--- src/hw/rtl/plti_ram.sv ---
// ----------------------------------------------------------------------------
// plti_ram
// generic single-port-write, single-port-read ram with registered read data
// ----------------------------------------------------------------------------
`timescale 1ns / 1ps
`default_nettype none

module plti_ram #(
	parameter int WIDTH = 48,
	parameter int DEPTH = 64
) (
	input  wire logic                     clk,
	input  wire logic                     we,
	input  wire logic [$clog2(DEPTH)-1:0] waddr,
	input  wire logic [WIDTH-1:0]         wdata,
	input  wire logic [$clog2(DEPTH)-1:0] raddr,
	output logic      [WIDTH-1:0]         rdata
);

	logic [WIDTH-1:0] mem [DEPTH];

	// write port
	always_ff @(posedge clk) begin
		if (we) begin
			mem[waddr] <= wdata;
		end
	end

	// registered read port
	always_ff @(posedge clk) begin
		rdata <= mem[raddr];
	end

endmodule

`default_nettype wire

--- config.mk ---
export PLATFORM = sky130hd
export DESIGN_NAME = plti_ram
export DESIGN_NICKNAME = d
export VERILOG_FILES = /design/src/hw/rtl/plti_ram.sv
export SDC_FILE = /design/constraint.sdc
export NUM_CORES = 2
export LEC_CHECK = 0
export BUFFER_PORTS_ARGS = -buffer_cell sky130_fd_sc_hd__buf_4
export CAP_MARGIN = 40
export CELL_PAD_IN_SITES_DETAIL_PLACEMENT = 0
export CELL_PAD_IN_SITES_GLOBAL_PLACEMENT = 2
export CORE_MARGIN = 5
export CORE_UTILIZATION = 51
export DETAILED_ROUTE_END_ITERATION = 8
export PLACE_DENSITY = 0.79
export SLEW_MARGIN = 20
export SYNTH_ARGS = -nofsm -noshare
export SYNTH_HDL_FRONTEND = slang
export SYNTH_SLANG_ARGS = --single-unit
export TNS_END_PERCENT = 100
--- constraint.sdc ---
create_clock -name clk -period 5.95 [get_ports clk]
set_input_delay 1.19 -clock clk [delete_from_list [all_inputs] [get_ports clk]]
set_output_delay 1.19 -clock clk [all_outputs]
set_load 0.01 [all_outputs]
==> results.txt <==
----------------------------------------------------
[Critical path]
  Endpoint of the worst-slack reg-to-reg timing path ... rdata[26]$_DFF_P_
  Reg2Reg Launch Point ... mem[59][26]$_DFFE_PP_
  Delay of the slowest cell on the worst path ... 0.69 ns
  Highest net fanout along the worst path ... 89
  Critical path data required time ... 6.72 ns
  Crit path max-delay family ... compound AO/OA/AOI/OAI gates
  Library cell contributing the largest single delay on the critical path ... a311oi_1
  Critical Path End Type ... register
  Buf+Inv Stages, Crit Path ... 2
  Data arrival at the endpoint of the critical path ... 4.10 ns
  Worst setup SP type ... primary input
  R2R setup slack ... 3.90 ns
  Classification of the worst setup path ... primary input to register
  Number of cells traversed by the worst register-to-register path ... 5
  List of cells traversed by the critical path ... buf_8 > buf_12 > nand2b_1 > a211oi_1 > a311oi_1 > a311oi_1 > a211oi_1

[Status]
  Outcome ... completed

[Clock tree]
  Clock buffers created by TritonCTS ... 315
  Buffers inserted during post-CTS setup optimization ... 0
  Number of H-tree levels ... 5
  # resized after CTS ... 0
  Maximum buffer depth of the clock tree ... 4
  Num Clock Sinks ... 3120
  Clock insertion delay at the later pin of the skew report ... 0.94 ns
  Number of buffers inserted for hold repair after clock tree synthesis ... 0
  TritonCTS clock tree ... built
  Clock slew at reported path FFs ... 0.06 ns
  CTS Root Cell ... clkbuf_16

[Synth]
  Syn Inst Count ... 4970
  Mean instance size in the synthesized netlist ... 23.6 um2
  Synth async-reset ratio ... 0%
  Synth warn ... 0
  Synth Register Bits ... 3120
  Yosys cell types ... 36
  Post-synthesis cell type with the largest combined area ... edfxtp_1
  Post-synth top area share ... 78.8%
  Sequential-to-total area share from yosys stat ... 79.6%
  Most frequently used flop master after synthesis ... edfxtp_1
  Total standard cell area after synthesis ... 117000 um2
  Leading cell types by total area after synthesis ... edfxtp_1 (79%), mux4_2 (14%), dfxtp_1 (0.82%)
  Net count of the mapped netlist ... 5032
  Count of flip-flops with a built-in enable after synthesis ... 3072

[Place]
  GPL Wtd Cong ... 0.787
  Post-placement cell area ... 123000 um2
  PortBufs ... 109
  HPWL Detailed ... 170000 um

[Detailed routing]
  Post-DR vias/cell ... 6.62
  Remaining design rule violation count ... 0
  WL/cell ... 36.0 um
  Vias after detailed routing ... 56800
  Number of DRC violations after detailed-routing iteration 0 ... 7074
  Routed WL ... 309000 um
  Drt first pass iters ... 6
  Count of nets left with antenna violations after detail routing ... 0

[Run]
  Max-capacitance violation count ... 0

[Layout]
  # nets final ... 5386
  Area growth from synthesis to layout ... 13.7%
  Commonest non-fill, non-tap cells in the layout ... edfxtp_1 (3072), mux4_2 (754), clkbuf_16 (319)
  Commonest non-fill, non-tap cell in the layout ... edfxtp_1
  Share of post-route cells with drive strength above 1 ... 28.8%
  Fin area ... 133000 um2

[Timing]
  Slew @ Worst Pin ... 0.926 ns
  Setup repair after global routing missed its margin ... false
  Post-route fraction of the period consumed by the critical path ... 56.0%
  Fmax ... 0.300 GHz
  Number of pins with negative max-slew slack in the final report ... 0
  Max_slew headroom ... 38.3%
  Setup Total Neg Slack ... 0 ns
  Number of setup violations in the final report ... 0
  Final hold violation count ... 0
  Final critical-path required period ... 3.33 ns
  Clock skew ... 0.0395 ns

[Floorplanning]
  Vertical extent of the die ... 489 um
  Die outline area ... 239000 um2
  Number of placed I/O pins ... 110
  Cell Rows ... 176
  Die Wd ... 489 um
  Standard cell core area ... 229000 um2
  Effective utilization at floorplan ... 51.1%

[Min path]
  Hold endpoint ... mem[8][29]$_DFFE_PP_
  Worst hold-check path type ... primary input to register
  Number of stages on the worst hold path ... 1
  Beginning of the worst hold path ... wdata[29]

[Global routing]
  Global-route wire length before repair ... 435000 um
  GRT Residual Overflow ... 0
  Largest net degree at the start of global routing ... 95
  Antenna violations before repair ... 12
  Overall routing resource usage ... 26.0%
  Number of global-route vias before repair ... 56400

[Power]
  Peak supply drop ... 0.279 mV
  Leak Pwr ... 41.3 nW
  Power Density ... 342 nW/um2

----------------------------------------------------
-- worst max path at each step --
| stage | slack (ns) | depth (start not counted) | start | to |
|---|---|---|---|---|
| 2_1_floorplan | 0.48 | 4 | waddr[3] | mem[48][0]$_DFFE_PP_ |
| 3_3_place_gp | 1.73 | 6 | raddr[3] | rdata[41]$_DFF_P_ |
| 3_5_place_dp | 1.75 | 7 | raddr[0] | rdata[42]$_DFF_P_ |
| 4_1_cts | 2.70 | 7 | raddr[0] | rdata[42]$_DFF_P_ |
| 5_1_grt | 2.53 | 7 | raddr[0] | rdata[42]$_DFF_P_ |
| 6_report | 2.62 | 7 | raddr[2] | rdata[20]$_DFF_P_ |
-- power by group --
group	switching [mW]	total [mW]	internal, mW
clock	7.90	19.0	11.1
sequential	0.107	24.4	24.3
combinational	1.32	2.13	0.815
total	9.33	45.5	36.2
-- routing by layer --
metal / global-route usage [%] / vias up / part of all wire, %
met2: 41.7 / 3097 / 49
li1: - / 22200 / -
met3: 4.41 / 611 / 8.8
met1: 36.4 / 30900 / 38
met5: 0 / - / 0.0075
met4: 9.67 / 4 / 4.2
-- layout make-up --
cell class / count / area (um2)
antenna: 8 / 20.0
clock buffer: 429 / 8590
clock inverter: 111 / 1140
fill: 16200 / 96000
multi-input combinational: 1568 / 22900
sequential: 3120 / 93200
tap: 3026 / 3790
timing repair buffer: 319 / 3530
-- per-stage QoR --
stage,std cells,util (%),hold WS [ns],worst slack (ns),power [mW]
6_report,8581,58.1,0.770,2.62,45.5
5_1_grt,8577,58.1,0.760,2.53,46.9
4_1_cts,8570,58.1,0.721,2.70,45.8
3_5_place_dp,8030,53.8,0.803,1.75,27.1
3_3_place_gp,8003,53.6,0.772,1.73,27.0
2_1_floorplan,4970,-,0.710,0.475,26.0
-- cell usage after synthesis (2+ instances only) --
library cell	n
o22ai_1	122
buf_4	62
and2_1	3
nand2_1	55
a311oi_1	11
buf_2	98
or3_1	3
buf_6	11
dfxtp_1	48
mux2_2	12
mux4_2	754
nand2b_1	10
a21oi_1	74
a221oi_1	83
buf_1	12
or2_2	3
nand3_1	7
a22o_1	57
mux2i_1	63
nor2_1	132
o221ai_1	28
edfxtp_1	3072
clkbuf_1	98
nand4_1	2
a22oi_1	72
a211oi_1	32
nor2b_1	24
a31o_2	5
nor3_1	3
nand3b_1	5
or3b_2	4
-- cells by family after synthesis --
kind of cell / synth area share, %
flops: 79.6
buf+inv: 1.28
mux: 15.2
simple gates: 0.957
compound gates: 3.02
-- registers in the layout, summed over array words and instances, names as in the netlist --
register  count
mem        3072
rdata        48
Note: power is estimated with default switching activity, not from simulation.
