**src/hw/rtl/plti_div.sv**
```systemverilog
// ----------------------------------------------------------------------------
// plti_div
// bit-serial restoring divider for floor(prod / den) with prod < den * 2^QW
// ----------------------------------------------------------------------------
`timescale 1ns / 1ps
`default_nettype none

module plti_div #(
	parameter int DW = 16,
	parameter int QW = 32
) (
	input  wire logic             clk,
	input  wire logic             arst_n,
	input  wire logic             start,
	input  wire logic [QW+DW-1:0] prod,
	input  wire logic [DW-1:0]    den,
	output logic                  done,
	output logic      [QW-1:0]    quo
);

	localparam int CNT_W = $clog2(QW + 1);

	logic             busy_q;
	logic             done_q;
	logic [CNT_W-1:0] cnt_q;
	logic [DW-1:0]    rem_q;
	logic [QW-1:0]    sh_q;
	logic [DW-1:0]    den_q;
	logic [DW:0]      trial;
	logic [DW:0]      diff;
	logic             ge;

	// one quotient digit per cycle
	assign trial = {rem_q, sh_q[QW-1]};
	assign diff  = trial - {1'b0, den_q};
	assign ge    = (trial >= {1'b0, den_q});

	// sequencing
	always_ff @(posedge clk or negedge arst_n) begin
		if (!arst_n) begin
			busy_q <= 1'b0;
			done_q <= 1'b0;
			cnt_q  <= '0;
		end else begin
			done_q <= !start && busy_q && (cnt_q == CNT_W'(1));
			if (start) begin
				busy_q <= 1'b1;
				cnt_q  <= CNT_W'(QW);
			end else if (busy_q) begin
				cnt_q <= cnt_q - CNT_W'(1);
				if (cnt_q == CNT_W'(1)) begin
					busy_q <= 1'b0;
				end
			end
		end
	end

	// partial remainder and dividend / quotient shift register
	always_ff @(posedge clk) begin
		if (start) begin
			rem_q <= prod[QW+DW-1:QW];
			sh_q  <= prod[QW-1:0];
			den_q <= den;
		end else if (busy_q) begin
			rem_q <= ge ? diff[DW-1:0] : trial[DW-1:0];
			sh_q  <= {sh_q[QW-2:0], ge};
		end
	end

	assign done = done_q;
	assign quo  = sh_q;

endmodule

`default_nettype wire

```
**config.mk**
```make
export PLATFORM = sky130hd
export DESIGN_NAME = plti_div
export DESIGN_NICKNAME = d
export VERILOG_FILES = /design/src/hw/rtl/plti_div.sv
export SDC_FILE = /design/constraint.sdc
export NUM_CORES = 1
export LEC_CHECK = 0
export BUFFER_PORTS_ARGS = -buffer_cell sky130_fd_sc_hd__buf_2
export CORE_ASPECT_RATIO = 0.9
export CORE_MARGIN = 2
export CORE_UTILIZATION = 35
export DETAILED_ROUTE_END_ITERATION = 7
export SYNTH_ARGS = -nofsm -noshare
export SYNTH_HDL_FRONTEND = slang
export SYNTH_SLANG_ARGS = --single-unit
```
**constraint.sdc**
```tcl
create_clock -name clk -period 3.9 [get_ports clk]
set_clock_uncertainty 0.2 [all_clocks]
set_input_delay 0.39 -clock clk [delete_from_list [all_inputs] [get_ports clk]]
set_output_delay 0.39 -clock clk [all_outputs]
set_load 0.01 [all_outputs]
```
==> results of run 1 <==
-- flip-flops by register name, summed over array words and instances (netlist names) --
name,count
quo,32
den_q,16
rem_q,16
cnt_q,6
busy_q,1
done,1
-- worst register-to-register path, stage by stage, from the launching register on --
cell and delay (ns):
edfxtp_1 0.39, ha_1 0.43, o211ai_1 0.13, a21oi_1 0.25, a211oi_2 0.16, a21oi_2 0.66
mux2_2 0.42, mux2_2 0.26
-- stage by stage --
| stage | cells | utilization (%) | power, mW | worst slack (ns) |
|---|---|---|---|---|
| final | 545 | 44.21 | 3.382 | 0.7635 |
| after global routing | 545 | 44.21 | 3.632 | 0.5234 |
| after CTS | 545 | 44.21 | 3.420 | 0.7331 |
| after detailed placement | 530 | 41.56 | 2.592 | 0.7620 |
| after global placement | 530 | 41.56 | 2.570 | 0.8545 |
| after floorplan | 308 | - | 2.277 | 1.014 |
-- Yosys cell counts (5+ instances only) --
library cell   n
nand2_1       21
xnor2_1       15
a21oi_1       13
clkbuf_1       6
inv_1         23
dfrtp_1        8
ha_1          18
mux2_2        36
o21ai_1       13
mux2i_1        8
o21ai_0        5
nor2_1        17
edfxtp_1      64
-- cells by family (layout without fill, tap and decap cells) --
kind of cell | Yosys count | in the layout | synth area share, %
DFF | 72 | 72 | 54.87
AOI/OAI and AO/OA | 60 | 60 | 11.00
and+or+nand+nor | 58 | 58 | 7.053
muxes | 45 | 45 | 12.84
buffers and inverters | 36 | 140 | 3.817
adders and majority gates | 19 | 19 | 6.341
xor gates and xnor gates | 18 | 18 | 4.077
-- final timing paths --
kind | startpoint | to
min in group asynchronous | arst_n | done
max reg2reg | rem_q[3] | rem_q[12]
max | rem_q[3] | rem_q[12]
max in group asynchronous | arst_n | cnt_q[1]
min | den[5] | den_q[5]
min reg2reg | cnt_q[4] | cnt_q[4]
-- cell type report --
cell class	instances	area [um2]
fill	1054	6031
sequential	72	2122
multi-input combinational	200	1598
timing repair buffer	103	530.5
clock buffer	10	229.0
tap	133	166.4
inverter	23	86.33
clock inverter	4	47.55
-- per-layer routing --
metal / GRT usage, % / vias to the layer above
met5: 0 / -
met4: 4.647 / 0
met3: 6.319 / 7
met2: 22.95 / 93
met1: 19.33 / 1254
li1: - / 1343
-- repair_timing --
item	4_1_cts	5_1_grt
endpoints found under the hold margin	8	0
resized for setup	0	0
hold buffers	1	0
-- power by group --
part,internal (mW),switching (mW)
registers,1.07,0.101
clock network,0.486,0.313
logic,0.665,0.750
total,2.22,1.16
-- cells in the final DEF, fill, tap and decap left out, types with 9 or more instances in the layout --
cell | synthesis | final
ha_1 | 18 | 18
nand2_1 | 21 | 21
inv_1 | 23 | 23
xnor2_1 | 15 | 15
nor2_1 | 17 | 17
clkbuf_16 | 0 | 9
o21ai_1 | 13 | 13
a21oi_1 | 13 | 13
mux2_2 | 36 | 36
edfxtp_1 | 64 | 64
buf_2 | 4 | 98
==> results_dict.tcl, run 1 <==
set metrics [dict create \
    synth_largest_area_cell "edfxtp_1" \
    synth.yosys.warnings 0 \
    leakage_nw 2.072 \
    setup_tns_ns 0 \
    placed_cell_area_um2 4493 \
    die_area_um2 11910 \
    period_share_pct 80.42 \
    drt-total-wl_um 8300 \
    relSlewSlack_pct 47.14 \
    die_w_um 114.8 \
    crit_arrival_ns 3.02 \
    cp-start-kind "register" \
    ant_nets 0 \
    hold-worst-slack_ns 0.02828 \
    synth_area_leaders "edfxtp_1, mux2_2, ha_1" \
    top_layer "met4" \
    place.gp.congestion 0.8379 \
    post_drt_wl_per_cell_um 15.23 \
    slew_violations 0 \
    critical-path-slowest-cell "a21oi_2" \
    hold_depth 1 \
    power_density_nw_per_um2 707.6 \
    critPathTopFamily "compound AO/OA/AOI/OAI gates" \
    route.detailed.drc 0 \
    syn2layout_area_growth_pct 23.58 \
    viasPerCell 4.949 \
    ir_drop_uv 266.6 \
    crit_chain "ha_1 -> o211ai_1 -> a21oi_1 -> a211oi_2 -> a21oi_2 -> mux2_2 -> mux2_2" \
    syn_nets 394 \
    grt_setup_unrepaired "false" \
    synth_edf_count 64 \
    start_util_pct 35.78 \
    grt_antenna_before_repair 0 \
    path_depth 7 \
    via_count 2697 \
    postCtsSetupBuffers 0 \
    synthArstFlopShare_pct 11.11 \
    yosysSeqAreaShare_pct 54.87 \
    wl_met2_um 3576 \
    htree_levels 3 \
    cts_root_buffer "clkbuf_16" \
    syn_inst 308 \
    path_common_cell "mux2_2" \
    hold_violations 0 \
    ios 100 \
    die_y_um 103.7 \
    synth_top_cell_area_share_pct 49.69 \
    clk_latency_ns 0.34 \
    fmax_ghz 0.3188 \
    worst_path_largest_cell_delay_ns 0.66 \
    drt_iter0_markers 108 \
    cts_tree "built" \
    fin_crit_ns 3.136 \
    critPathKind "register to register" \
    path_buf_inv 0 \
    clk_path_buf_depth 2 \
    grt_pass1_wl_um 13970 \
    core-area_um2 10810 \
    final_area_um2 4780 \
    cap_viol_max_count 0 \
    met1_length_um 3899 \
    wl_met3_um 709 \
    reg2reg_slack_ns 0.76 \
    drt_pre_antenna_iters 4 \
    cts_made_buffers 9 \
    grt_pass1_vias 2885 \
    synthFlopType "edfxtp_1" \
    holdCritPathClass "input pin to register" \
    avgSynthCellArea_um2 12.56 \
    rows 36 \
    cts.clk_slew.worst_paths_ns 0.06 \
    grt_overflow_total 0 \
    worst_pin_slew_ns 0.7929 \
    final_nets 495 \
    r2r.worst_path.cells 7 \
    critPathCaptureType "register" \
    portBuffers 99 \
    antennaDiodeCount 0 \
    synth_cell_types 50 \
    hpwl_um 5849 \
    finalSetupViolCount 0 \
    cts_sinks 72 \
    critical_path.max_fanout 12 \
    grt_max_degree 49 \
    drive_gt1_share_pct 38.11 \
    cp.required_ns 3.78 \
    ys_seq_elements 72 \
    grt_util_all_layers_pct 15.02 \
    syn_area_um2 3867 \
    outcome "finished, final reports clean" \
]
Power figures use the tool's default switching activity.
==> run 2: changes to the inputs <==
clock period = 2.7 ns   (was 3.9 ns; I/O delays follow)
==> run 2 against run 1 <==
The run now ends with setup timing left. Critical path type unchanged. Highest routed layer is now met5. Hold slack is essentially flat. Final area grew 17%. Combinational power grew 120%. Critical path depth grew 4. First-iteration DRC count grew 23%. Cell count grew 10%. Register-to-register slack lost 0.90 ns. Sequential share of layout area shrank 6.4 points. Setup slack lost 0.90 ns.
==> results_dict.tcl, run 2 (same netlist as run 1, synthesis figures left out) <==
set metrics [dict create \
    grt_overflow_total 0 \
    cts.clk_slew.worst_paths_ns 0.06 \
    cp.required_ns 2.58 \
    combPwrFrac_pct 49.8 \
    cap_viol_max_count 0 \
    grt_antenna_before_repair 1 \
    die_area_um2 11910 \
    critPathKind "register to register" \
    via_count 2999 \
    grt_max_degree 57 \
    worst_pin_slew_ns 0.5995 \
    clk_latency_ns 0.33 \
    die_w_um 114.8 \
    seqPwrFrac_pct 27.8 \
    hpwl_um 6354 \
    drt-total-wl_um 9329 \
    cts_made_buffers 9 \
    p_int_mw 4.125 \
    ios 100 \
    die_y_um 103.7 \
    drt_pre_antenna_iters 4 \
    largest_reg_flops 32 \
    core-area_um2 10810 \
    relSlewSlack_pct 59.47 \
    slew_violations 0 \
    final_nets 550 \
    ant_nets 0 \
    hold-worst-slack_ns 0.02798 \
    holdCritPathClass "input pin to register" \
    syn2layout_area_growth_pct 44.55 \
    period_share_pct 104.9 \
    grt_pass1_wl_um 14900 \
    fin_crit_ns 2.832 \
    fmax_ghz 0.3532 \
    route.detailed.drc 0 \
    clk_path_buf_depth 2 \
    final_common_cell "buf_2" \
    cp-start-kind "register" \
    rows 36 \
    hold_violations 0 \
    leakage_nw 2.408 \
    critical_path.max_fanout 3 \
    finalSetupViolCount 6 \
    drt_iter0_markers 133 \
    p_sw_mw 2.083 \
    crit_arrival_ns 2.71 \
    power_mw 6.208 \
    violations "setup timing" \
    power_density_nw_per_um2 1110 \
    antennaDiodeCount 0 \
    critPathCaptureType "register" \
    grt_setup_unrepaired "true" \
    post_drt_wl_per_cell_um 15.50 \
    grt_util_all_layers_pct 15.83 \
    nFillCells 971 \
    cts_sinks 72 \
    final_cell_mix "buf_2, edfxtp_1, mux2_2" \
    start_util_pct 35.78 \
    drive_gt1_share_pct 48.19 \
    htree_levels 3 \
    grt_pass1_vias 3143 \
    layout_setup_ws_ns -0.1316 \
    portBuffers 99 \
    switching_share_pct 33.55 \
    p_clk_share_pct 22.4 \
    outcome "complete, but fails checks" \
    place.gp.congestion 0.8208 \
    viasPerCell 4.982 \
    ir_drop_uv 514.7 \
    post-route-util_pct 51.71 \
    cts_tree "built" \
    cts_root_buffer "clkbuf_16" \
]
-- run 2: cell types whose count changed in the layout (fill, tap and decap cells not counted), sizes merged --
cell	previous run	this run
clkbuf	10	11
buf	102	140
dlygate4sd3	1	17
inv	23	25
clkinvlp	0	1
bufinv	1	3
clkinv	3	0
-- run 2: metrics by stage --
| stage | cell area, um2 | instances | setup slack (ns) | TNS [ns] |
|---|---|---|---|---|
| 6_report | 5590 | 602 | -0.1316 | -0.5942 |
| 5_1_grt | 5590 | 602 | -0.2548 | -1.595 |
| 4_1_cts | 5343 | 592 | -0.1180 | -0.2440 |
| 3_5_place_dp | 4723 | 557 | -0.1249 | -0.5478 |
| 3_3_place_gp | 4723 | 557 | -0.06573 | -0.2020 |
| 2_1_floorplan | 3870 | 308 | -0.04767 | -0.05770 |
-- run 2: path summary, 6_finish.rpt --
check / slack, ns / end / cells past startpoint / startpoint
max: -0.13 / rem_q[12] / 11 / quo[31]
min: 0.03 / quo[0] / 2 / prod[0]
max reg2reg: -0.13 / rem_q[12] / 11 / quo[31]
min reg2reg: 0.36 / cnt_q[4] / 2 / cnt_q[4]
max in group asynchronous: 2.01 / cnt_q[0] / 2 / arst_n
min in group asynchronous: 0.12 / done / 2 / arst_n
-- run 2: critical path: stages, from the launching register on --
cell and delay (ns):
edfxtp_1 0.39, inv_1 0.08, ha_2 0.17, inv_1 0.05, fa_2 0.34, a21o_1 0.21, a31oi_4 0.19, o22ai_4 0.13
o41ai_4 0.23, xnor2_1 0.10, mux2_2 0.26, mux2_2 0.25
-- run 2: power by group through the flow --
| stage | clock network (mW) | logic [mW] | registers (mW) |
|---|---|---|---|
| after detailed placement | 0 | 2.33 | 1.72 |
| after floorplan | 0 | 1.58 | 1.71 |
| final | 1.39 | 3.09 | 1.73 |
| after global routing | 1.46 | 3.37 | 1.76 |
| after global placement | 0 | 2.30 | 1.70 |
| after CTS | 1.42 | 2.53 | 1.71 |
-- run 2: cell type report --
cell class / instances / area [um2] / area share [%]
sequential: 72 / 2122 / 37.96
multi-input combinational: 200 / 1805 / 32.30
timing repair buffer: 158 / 1066 / 19.07
clock buffer: 10 / 229.0 / 4.096
tap: 133 / 166.4 / 2.977
clock inverter: 6 / 115.1 / 2.059
inverter: 23 / 86.33 / 1.544
-- run 2: timing repair --
action | CTS | global route
endpoints found under the setup margin | 14 | 17
gates cloned | 0 | 1
pin swaps | 9 | 12
endpoints found under the hold margin | 24 | 0
setup buffers | 2 | 9
gates resized for setup | 15 | 27
hold buffers | 17 | 0
-- run 2: layer usage --
| metal | track usage, % | vias up | wire length [um] |
|---|---|---|---|
| li1 | - | 1451 | - |
| met1 | 20.68 | 1437 | 4267 |
| met2 | 24.43 | 100 | 4372 |
| met3 | 5.383 | 9 | 605 |
| met4 | 5.680 | 2 | 77 |
| met5 | 0 | - | 7 |
==> run 3: changes to the inputs <==
clock period = 3.1 ns   (was 2.7 ns; I/O delays follow)
==> run 3 against run 2 <==
The run now ends clean. Non-clock buffer count is 37 lower. Setup slack better by 0.27 ns. Utilization is 5.6 points lower. Critical endpoint unchanged.
==> results_dict.tcl, run 3 (same netlist as run 1, synthesis figures left out) <==
set metrics [dict create \
    final_cell_mix "buf_2, edfxtp_1, mux2_2" \
    crit_chain "inv_1 -> ha_1 -> inv_1 -> fa_1 -> a21o_1 -> a31oi_4 -> o22ai_2 -> o41ai_4 -> xnor2_1 -> mux2_2 -> mux2_2" \
    relSlewSlack_pct 54.69 \
    cp-start-kind "register" \
    slew_violations 0 \
    largest_reg_flops 32 \
    hold_depth 3 \
    ios 100 \
    seqPwrFrac_pct 34.0 \
    cap_viol_max_count 0 \
    post_drt_wl_per_cell_um 14.70 \
    r2r.worst_path.cells 11 \
    placed_cell_area_um2 4508 \
    grt_max_degree 43 \
    crit_arrival_ns 2.85 \
    cts_root_buffer "clkbuf_16" \
    die_y_um 103.7 \
    nFillCells 1021 \
    die_w_um 114.8 \
    fin_crit_ns 2.963 \
    grt_pass1_vias 2906 \
    hold_violations 0 \
    clk_path_buf_depth 2 \
    via_count 2753 \
    hpwl_um 6030 \
    drive_gt1_share_pct 37.50 \
    cts_tree "built" \
    final_nets 513 \
    cts_sinks 72 \
    portBuffers 99 \
    min_from "prod[32]" \
    power_mw 4.332 \
    hold-worst-slack_ns 0.06227 \
    final_common_cell "buf_2" \
    p_clk_share_pct 23.8 \
    drt-total-wl_um 8308 \
    r2r-start "quo[31]" \
    viasPerCell 4.873 \
    cts.clk_slew.worst_paths_ns 0.06 \
    cp.required_ns 2.98 \
    final_area_um2 4989 \
    place.gp.congestion 0.8660 \
    combPwrFrac_pct 42.2 \
    critPathKind "register to register" \
    leakage_nw 2.158 \
    grt_antenna_before_repair 0 \
    dp_worst_setup_slack_ns 0.08042 \
    critPathTopFamily "compound AO/OA/AOI/OAI gates" \
    layout_setup_ws_ns 0.1368 \
    worst_pin_slew_ns 0.6797 \
    rr_endpoint "rem_q[12]" \
    ir_drop_uv 414.5 \
    path_buf_inv 2 \
    reg2reg_slack_ns 0.14 \
    drt_iter0_markers 103 \
    htree_levels 3 \
    outcome "finished, final reports clean" \
    critical-path-slowest-cell "edfxtp_1" \
    clk_latency_ns 0.33 \
    rows 36 \
    p_sw_mw 1.489 \
    holdCritPathClass "input pin to register" \
    syn2layout_area_growth_pct 28.99 \
    period_share_pct 95.59 \
    grt_setup_unrepaired "false" \
    worst_path_largest_cell_delay_ns 0.41 \
    finalSetupViolCount 0 \
    critPathCaptureType "register" \
    setup_tns_ns 0 \
    cts_made_buffers 9 \
    critical_path.max_fanout 3 \
    die_area_um2 11910 \
    postCtsSetupBuffers 0 \
    core-area_um2 10810 \
    fmax_ghz 0.3375 \
    grt_overflow_total 0 \
    start_util_pct 35.78 \
    route.detailed.drc 0 \
    p_int_mw 2.843 \
    ant_nets 0 \
    power_density_nw_per_um2 868.3 \
    antennaDiodeCount 0 \
    drt_pre_antenna_iters 4 \
    grt_pass1_wl_um 13870 \
    grt_util_all_layers_pct 14.86 \
    switching_share_pct 34.37 \
    min_to "rem_q[0]" \
]
-- run 3: power by group through the flow --
stage	registers [mW]	clock network (mW)	logic (mW)
finish	1.47	1.03	1.83
global route	1.50	1.10	2.03
CTS	1.48	1.07	1.81
detailed placement	1.49	0	1.79
global placement	1.48	0	1.77
floorplan	1.49	0	1.37
-- run 3: per-stage QoR --
step           cells  util (%)
2_1_floorplan    308         -
3_3_place_gp     532     41.70
3_5_place_dp     532     41.70
4_1_cts          565     46.00
5_1_grt          565     46.15
6_report         565     46.15
-- run 3: how the worst max path moves through the flow --
stage               startpoint   endpoint  slack, ns  cells past startpoint
finish                 quo[31]  rem_q[12]       0.14                     11
global route           quo[31]  rem_q[14]      0.006                     11
CTS                    quo[31]  rem_q[12]       0.06                     11
detailed placement     quo[31]  rem_q[12]       0.08                     11
global placement       quo[31]  rem_q[12]       0.18                     11
floorplan              quo[31]  rem_q[12]       0.21                     11
-- run 3: layout make-up --
cell class	instances	area, um2	area share, %
Clock inverter	7	68.82	1.379
Multi-Input combinational cell	200	1614	32.36
Timing Repair Buffer	121	705.7	14.15
Sequential cell	72	2122	42.54
Clock buffer	9	225.2	4.515
Tap cell	133	166.4	3.336
Inverter	23	86.33	1.731
-- run 3: worst reg2reg max path, cell delays in order (launching register included) --
cell      delay, ns
edfxtp_1       0.41
inv_1          0.08
ha_1           0.15
inv_1          0.05
fa_1           0.40
a21o_1         0.23
a31oi_4        0.21
o22ai_2        0.15
o41ai_4        0.23
xnor2_1        0.10
mux2_2         0.26
mux2_2         0.26
-- run 3: repair_timing --
action	4_1_cts	5_1_grt
endpoints found under the setup margin	0	2
gates resized for setup	0	2
hold buffers	17	0
hold endpoints to repair	24	0
-- run 3: routing by layer --
layer | up-vias | global-route usage, % | share of wire (%)
met5 | - | 0 | 0
met4 | 0 | 5.680 | 1.0
met3 | 5 | 6.554 | 7.5
met2 | 84 | 22.82 | 45
met1 | 1284 | 18.38 | 46
li1 | 1380 | - | -
